===== config.mk =====
export PLATFORM = sky130hd
export DESIGN_NAME = tlg_row_unit
export DESIGN_NICKNAME = d
export VERILOG_FILES = /design/src/hdl/assert_macros.svh /design/src/hdl/tlg_pkg.sv /design/src/hdl/tlg_lane.sv /design/src/hdl/tlg_row_unit.sv
export SDC_FILE = /design/constraint.sdc
export NUM_CORES = 1
export LEC_CHECK = 0
export BUFFER_PORTS_ARGS = -buffer_cell sky130_fd_sc_hd__buf_2
export CAP_MARGIN = 30
export CELL_PAD_IN_SITES_DETAIL_PLACEMENT = 1
export CELL_PAD_IN_SITES_GLOBAL_PLACEMENT = 2
export CORE_MARGIN = 4
export CORE_UTILIZATION = 32
export DETAILED_ROUTE_END_ITERATION = 10
export PLACE_DENSITY_LB_ADDON = 0.1
export SYNTH_ARGS = -nofsm -noshare
export SYNTH_HDL_FRONTEND = slang
export SYNTH_SLANG_ARGS = --single-unit

===== constraint.sdc =====
create_clock -name clk_i -period 2.6 [get_ports clk_i]
set_input_delay 0.13 -clock clk_i [delete_from_list [all_inputs] [get_ports clk_i]]
set_output_delay 0.13 -clock clk_i [all_outputs]
set_load 0.05 [all_outputs]

===== src/hdl/assert_macros.svh =====
// ----------------------------------------------------------------------------
// Assertion macros
// Shared concurrent assertion helpers for the life generation block.
// ----------------------------------------------------------------------------
`ifndef ASSERT_MACROS_SVH
`define ASSERT_MACROS_SVH

// Generic form: explicit clock and active-low reset.
`define TLG_ASSERT_CR(name, clk, rst_n, prop, msg) \
  name: assert property (@(posedge clk) disable iff (!rst_n) (prop)) else $error(msg);

// Short form that uses the block's standard clock and reset names.
`define TLG_ASSERT(name, prop, msg) \
  `TLG_ASSERT_CR(name, clk_i, rst_ni, prop, msg)

`endif


===== src/hdl/tlg_pkg.sv =====
// ----------------------------------------------------------------------------
// Life generation package
// Types, constants and codes shared by the toroidal life generation block.
// ----------------------------------------------------------------------------
package tlg_pkg;

  // Default grid edge length in cells.
  localparam int GRID_SIZE_DEF = 64;

  // Fixed widths of the transaction fields.
  localparam int IDX_W = 6;
  localparam int ROW_W = 64;

  // Block sums (cell included) that give a live cell.
  localparam logic [3:0] BIRTH_SUM   = 4'd3;
  localparam logic [3:0] SURVIVE_SUM = 4'd4;

  // Command codes.
  localparam logic CMD_LOAD    = 1'b0;
  localparam logic CMD_ADVANCE = 1'b1;

  // Sequencer states.
  typedef enum logic {
    ST_IDLE,
    ST_RUN
  } state_e;

  // Input transaction.
  typedef struct packed {
    logic             cmd;
    logic [IDX_W-1:0] row_index;
    logic [ROW_W-1:0] row_bits;
  } in_item_t;

  // Output transaction.
  typedef struct packed {
    logic [IDX_W-1:0] out_row_index;
    logic [ROW_W-1:0] out_row_bits;
    logic             last;
    logic             repeats_two_back;
  } out_item_t;

  // Control from the sequencer to the row unit.
  typedef struct packed {
    logic             clear;
    logic             compute;
    logic             is_last;
    logic [IDX_W-1:0] row;
  } row_ctrl_t;

endpackage


===== src/hdl/tlg_lane.sv =====
// ----------------------------------------------------------------------------
// Life cell lane
// Applies the B3/S23 rule to one cell from its 3x3 neighborhood.
// ----------------------------------------------------------------------------
module tlg_lane
  import tlg_pkg::*;
(
  input  logic [8:0] nbhd_i,
  output logic       alive_o
);

  logic [3:0] sum;
  logic       center;

  // The neighborhood is packed row by row, so the cell itself sits in the middle.
  assign center = nbhd_i[4];
  assign sum    = 4'($countones(nbhd_i));

  // A cell lives on a block sum of three, or of four when it is already alive.
  assign alive_o = (sum == BIRTH_SUM) || ((sum == SURVIVE_SUM) && center);

endmodule


===== src/hdl/tlg_row_unit.sv =====
// ----------------------------------------------------------------------------
// Life row unit
// One lane per column computes a new row; the merge stage assembles the row,
// tracks the repeat check and holds the output register.
// ----------------------------------------------------------------------------
module tlg_row_unit
  import tlg_pkg::*;
#(
  parameter int GRID_SIZE = GRID_SIZE_DEF
) (
  input  logic                 clk_i,
  input  logic                 rst_ni,
  input  row_ctrl_t            ctrl_i,
  input  logic [GRID_SIZE-1:0] up_i,
  input  logic [GRID_SIZE-1:0] mid_i,
  input  logic [GRID_SIZE-1:0] dn_i,
  input  logic [GRID_SIZE-1:0] older_i,
  input  logic                 out_ready_i,
  output logic [GRID_SIZE-1:0] fresh_o,
  output logic                 out_valid_o,
  output out_item_t            out_item_o
);

  logic [GRID_SIZE-1:0] fresh;
  logic                 row_same;
  logic                 same_q;
  logic                 out_valid_q;
  out_item_t            out_item_q;

  // One lane per column, with wrap-around at the left and right edges.
  for (genvar c = 0; c < GRID_SIZE; c++) begin : g_lane
    localparam int Lf = (c + GRID_SIZE - 1) % GRID_SIZE;
    localparam int Rt = (c + 1) % GRID_SIZE;
    tlg_lane u_lane (
      .nbhd_i  ({up_i[Lf],  up_i[c],  up_i[Rt],
                 mid_i[Lf], mid_i[c], mid_i[Rt],
                 dn_i[Lf],  dn_i[c],  dn_i[Rt]}),
      .alive_o (fresh[c])
    );
  end

  assign fresh_o  = fresh;
  assign row_same = (fresh == older_i);

  // Running match against the generation from two advances back.
  always_ff @(posedge clk_i or negedge rst_ni) begin
    if (!rst_ni) begin
      same_q <= 1'b1;
    end else if (ctrl_i.clear) begin
      same_q <= 1'b1;
    end else if (ctrl_i.compute) begin
      same_q <= same_q && row_same;
    end
  end

  // Output valid: set by a new row, cleared once the row is taken.
  always_ff @(posedge clk_i or negedge rst_ni) begin
    if (!rst_ni) begin
      out_valid_q <= 1'b0;
    end else if (ctrl_i.compute) begin
      out_valid_q <= 1'b1;
    end else if (out_ready_i) begin
      out_valid_q <= 1'b0;
    end
  end

  // Output payload.
  always_ff @(posedge clk_i) begin
    if (ctrl_i.compute) begin
      out_item_q.out_row_index    <= ctrl_i.row;
      out_item_q.out_row_bits     <= ROW_W'(fresh);
      out_item_q.last             <= ctrl_i.is_last;
      out_item_q.repeats_two_back <= ctrl_i.is_last && same_q && row_same;
    end
  end

  assign out_valid_o = out_valid_q;
  assign out_item_o  = out_item_q;

endmodule


==> summary.txt <==
Clock tree
  • CTS tree: done
  • CTS sink count: 74
  • CTS clock-pin slew for the worst setup and hold paths: around 0.08 ns
  • CTS buffer count: 9
  • Clk Latency, worst-skew pair: approximately 0.4 ns
  • Root Buffer: clkbuf_16
  • H-tree levels: 3
  • Maximum clock path buffer count: 2

GRT
  • Number of global-route vias before repair: between 15000 and 20000
  • Initial antenna violation count: 27
  • Congestion Overflow GR: 0
  • First-pass GRT wire length: about 100000 um
  • All-layer global routing usage: 0.2261
  • Largest net degree at the start of global routing: between 40 and 50

Synth
  • Average footprint of a synthesized cell: 10.19 um^2
  • Register area share after synthesis: 0.1213
  • Post-synth EDFFs: between 70 and 80
  • Synth top area share: 0.3509
  • Synth warn: 0
  • Netlist cell types: about 50
  • Cell with the most instances after synthesis: inv_1
  • Mapped Cells: 1792
  • Synth top area cells: fa_1 (35%), ha_1 (22%), inv_1 (14%), edfxtp_1 (12%), buf_4 (2.6%)
  • #FFs+latches synth: 74
  • Predominant post-synthesis flop cell: edfxtp_1
  • Area leader, netlist: fa_1
  • Top cells by count, synth: inv_1 (691), fa_1 (320), ha_1 (320), edfxtp_1 (72), buf_4 (64)
  • Mapped Nets: between 2000 and 3000
  • Post-synth ARST share: 0.02703
  • Netlist Area Pre-Place: about 18000 um^2

Outcome
  • Outcome: finished, violations left
  • Failing checks: negative setup slack

Drt
  • Residual DRC: 0
  • Final antenna-violating net count: 0
  • Wire length per cell: 21.03 um
  • Routed WL: 68010 um
  • Initial DRC Count: around 400
  • Drt first pass iters: 4
  • Via/cell ratio: ~4.6
  • Routed vias: between 10000 and 15000

Setup path
  • Slowest-stage cell, CP: or4_1
  • Origin of the critical flop-to-flop path: same_q
  • Worst path required time: 2.86 ns
  • Worst path cell trace: buf_12 -> buf_6 -> ha_4 -> inv_2 -> fa_2 -> inv_2 -> fa_1 -> ha_4 -> inv_2 -> fa_2 -> and3b_2 -> o21ai_4 -> o22ai_2 -> or4_1 -> or4_4 -> nor4_4 -> and3_1
  • CP Capture Type: flip-flop
  • Crit path kind: in2reg
  • Crit start category: primary input
  • Crit-path max FO: 3
  • Buf/Inv on CP: 5
  • FF-to-FF path depth: 1
  • Worst flop-to-flop path endpoint: out_item_o[0]
  • Worst Setup SP: mid_i[19]
  • CP most frequent cell: inv_2
  • Top delay family on crit path: adder cells
  • Critical path arrival: roughly 4.1 ns
  • R2R setup slack: between 1.5 and 2 ns
  • CP max stage delay: 0.51 ns

Timing
  • # setup viols final: a little over 100
  • Setup ws final: -1.217 ns
  • Final hold vios: 0
  • FMAX: around 260 MHz
  • RSZ-0062 raised after global routing: yes
  • Post-Route Skew: 0.006733 ns
  • Worst-margin pin slew: 0.5719 ns
  • Slew margin rel.: 0.6188
  • Tmin final: ~3.8 ns
  • Slew Limit Fails: 0
  • Fin crit share: 1.468

Layout
  • Syn-to-layout area delta: 70.81%
  • Nets: 3366
  • Fraction of layout cells with a size suffix above 1: 0.6752
  • Finished Cell Area: slightly above 30000 um^2
  • Fin util: 0.5529

Placed design
  • Dpl cell area: between 20000 and 30000 um^2
  • DPL Wire Length: between 60000 and 70000 um
  • Final RePlAce weighted congestion: 0.8318
  • Port bufs: 404
  • Dpl ws: -2.150 ns

Die
  • Initial core utilization: 0.3237
  • Die X: roughly 250 um
  • # rows: between 80 and 90
  • Ports: 405
  • Die Span Y: between 200 and 250 um
  • Die area: a little over 60000 um^2
  • Core footprint: approximately 56000 um^2

Power and ir drop
  • Lkg Pwr: 13.79 nW
  • VDD IR-drop max: 607.9 uV
  • Power per cell area: between 700 and 800 nW/um^2

Run
  • Number of max-capacitance violations reported: 0

Worst hold path
  • Worst hold path type: in2async
cell usage in the layout, fill, tap and decap left out, types with 7 or more instances in the layout:
master and n:
diode_2 15, nand4_1 7, buf_2 186, o21ai_1 7, nand4b_1 8, o21ai_2 10
nand3b_1 21, fa_2 150, clkbuf_16 9, a21boi_2 17, xor2_1 12, o211ai_1 8
fa_1 170, buf_12 45, o22ai_1 9, nand4bb_1 19, o21ai_4 21, edfxtp_1 72
inv_2 342, buf_8 84, dlygate4sd3_1 10, buf_6 218, inv_4 17, nor4bb_2 16
buf_4 176, o2bb2ai_1 8, ha_4 295, inv_1 325, ha_1 23, nor4bb_4 22
and3b_1 34, nand2_1 7
worst max path at each step:
stage | to | depth (start not counted)
2_1_floorplan | out_item_o[0] | 15
3_5_place_dp | out_item_o[0] | 18
3_3_place_gp | out_item_o[0] | 18
4_1_cts | out_item_o[0] | 16
5_1_grt | out_item_o[0] | 16
6_report | out_item_o[0] | 17
power breakdown:
group	switching (mW)	internal [mW]
sequential	0.0938	1.80
combinational	10.3	8.60
clock	0.680	0.840
metal layers:
layer | global-route usage | wire, um
met2 | 0.4097 | 35260
met5 | 0 | 142
met1 | 0.2713 | 26970
met4 | 0.05857 | 1851
met3 | 0.04988 | 3790
registers in the layout, summed over array words and instances (netlist names):
name	cells
same_q	1
out_item_o	72
out_valid_o	1
cell type report:
class	count	area (um^2)
timing repair buffer	719	6969
antenna	15	37.54
sequential	74	2213
inverter	691	2670
tap	756	945.9
clock inverter	7	93.84
multi-input combinational	963	18020
clock buffer	9	225.2
fill	5796	25210
kinds of logic (layout without fill, tap and decap cells):
| kind of cell | Yosys count | count (layout) | share of synthesized area |
|---|---|---|---|
| AO/OA/AOI/OAI | 125 | 125 | 0.04743 |
| buffers and inverters | 755 | 1426 | 0.1684 |
| flip-flops | 74 | 74 | 0.1213 |
| adder cells (fa/ha/maj) | 640 | 640 | 0.5703 |
| other | 0 | 15 | 0 |
| XOR/XNOR | 16 | 16 | 0.007677 |
| AND/OR/NAND/NOR | 182 | 182 | 0.08493 |
per-stage QoR:
stage	total power, mW	instances	hold slack, ns	setup TNS (ns)
CTS	21.71	3202	0.1194	-39.04
finish	22.28	3234	0.1383	-37.53
detailed placement	17.37	3143	-0.03120	-83.97
global placement	16.81	3143	-0.02999	-78.33
floorplan	12.68	1792	-0.1656	-5.503
global route	23.93	3226	0.1275	-46.85
repair_timing:
item | CTS | global route
endpoints found under the hold margin | 11 | 0
gates resized for setup | 750 | 217
setup buffers | 44 | 27
setup endpoints to repair | 119 | 121
pin swaps | 305 | 176
hold buffers | 10 | 0
(Power assumes the default switching activity.)
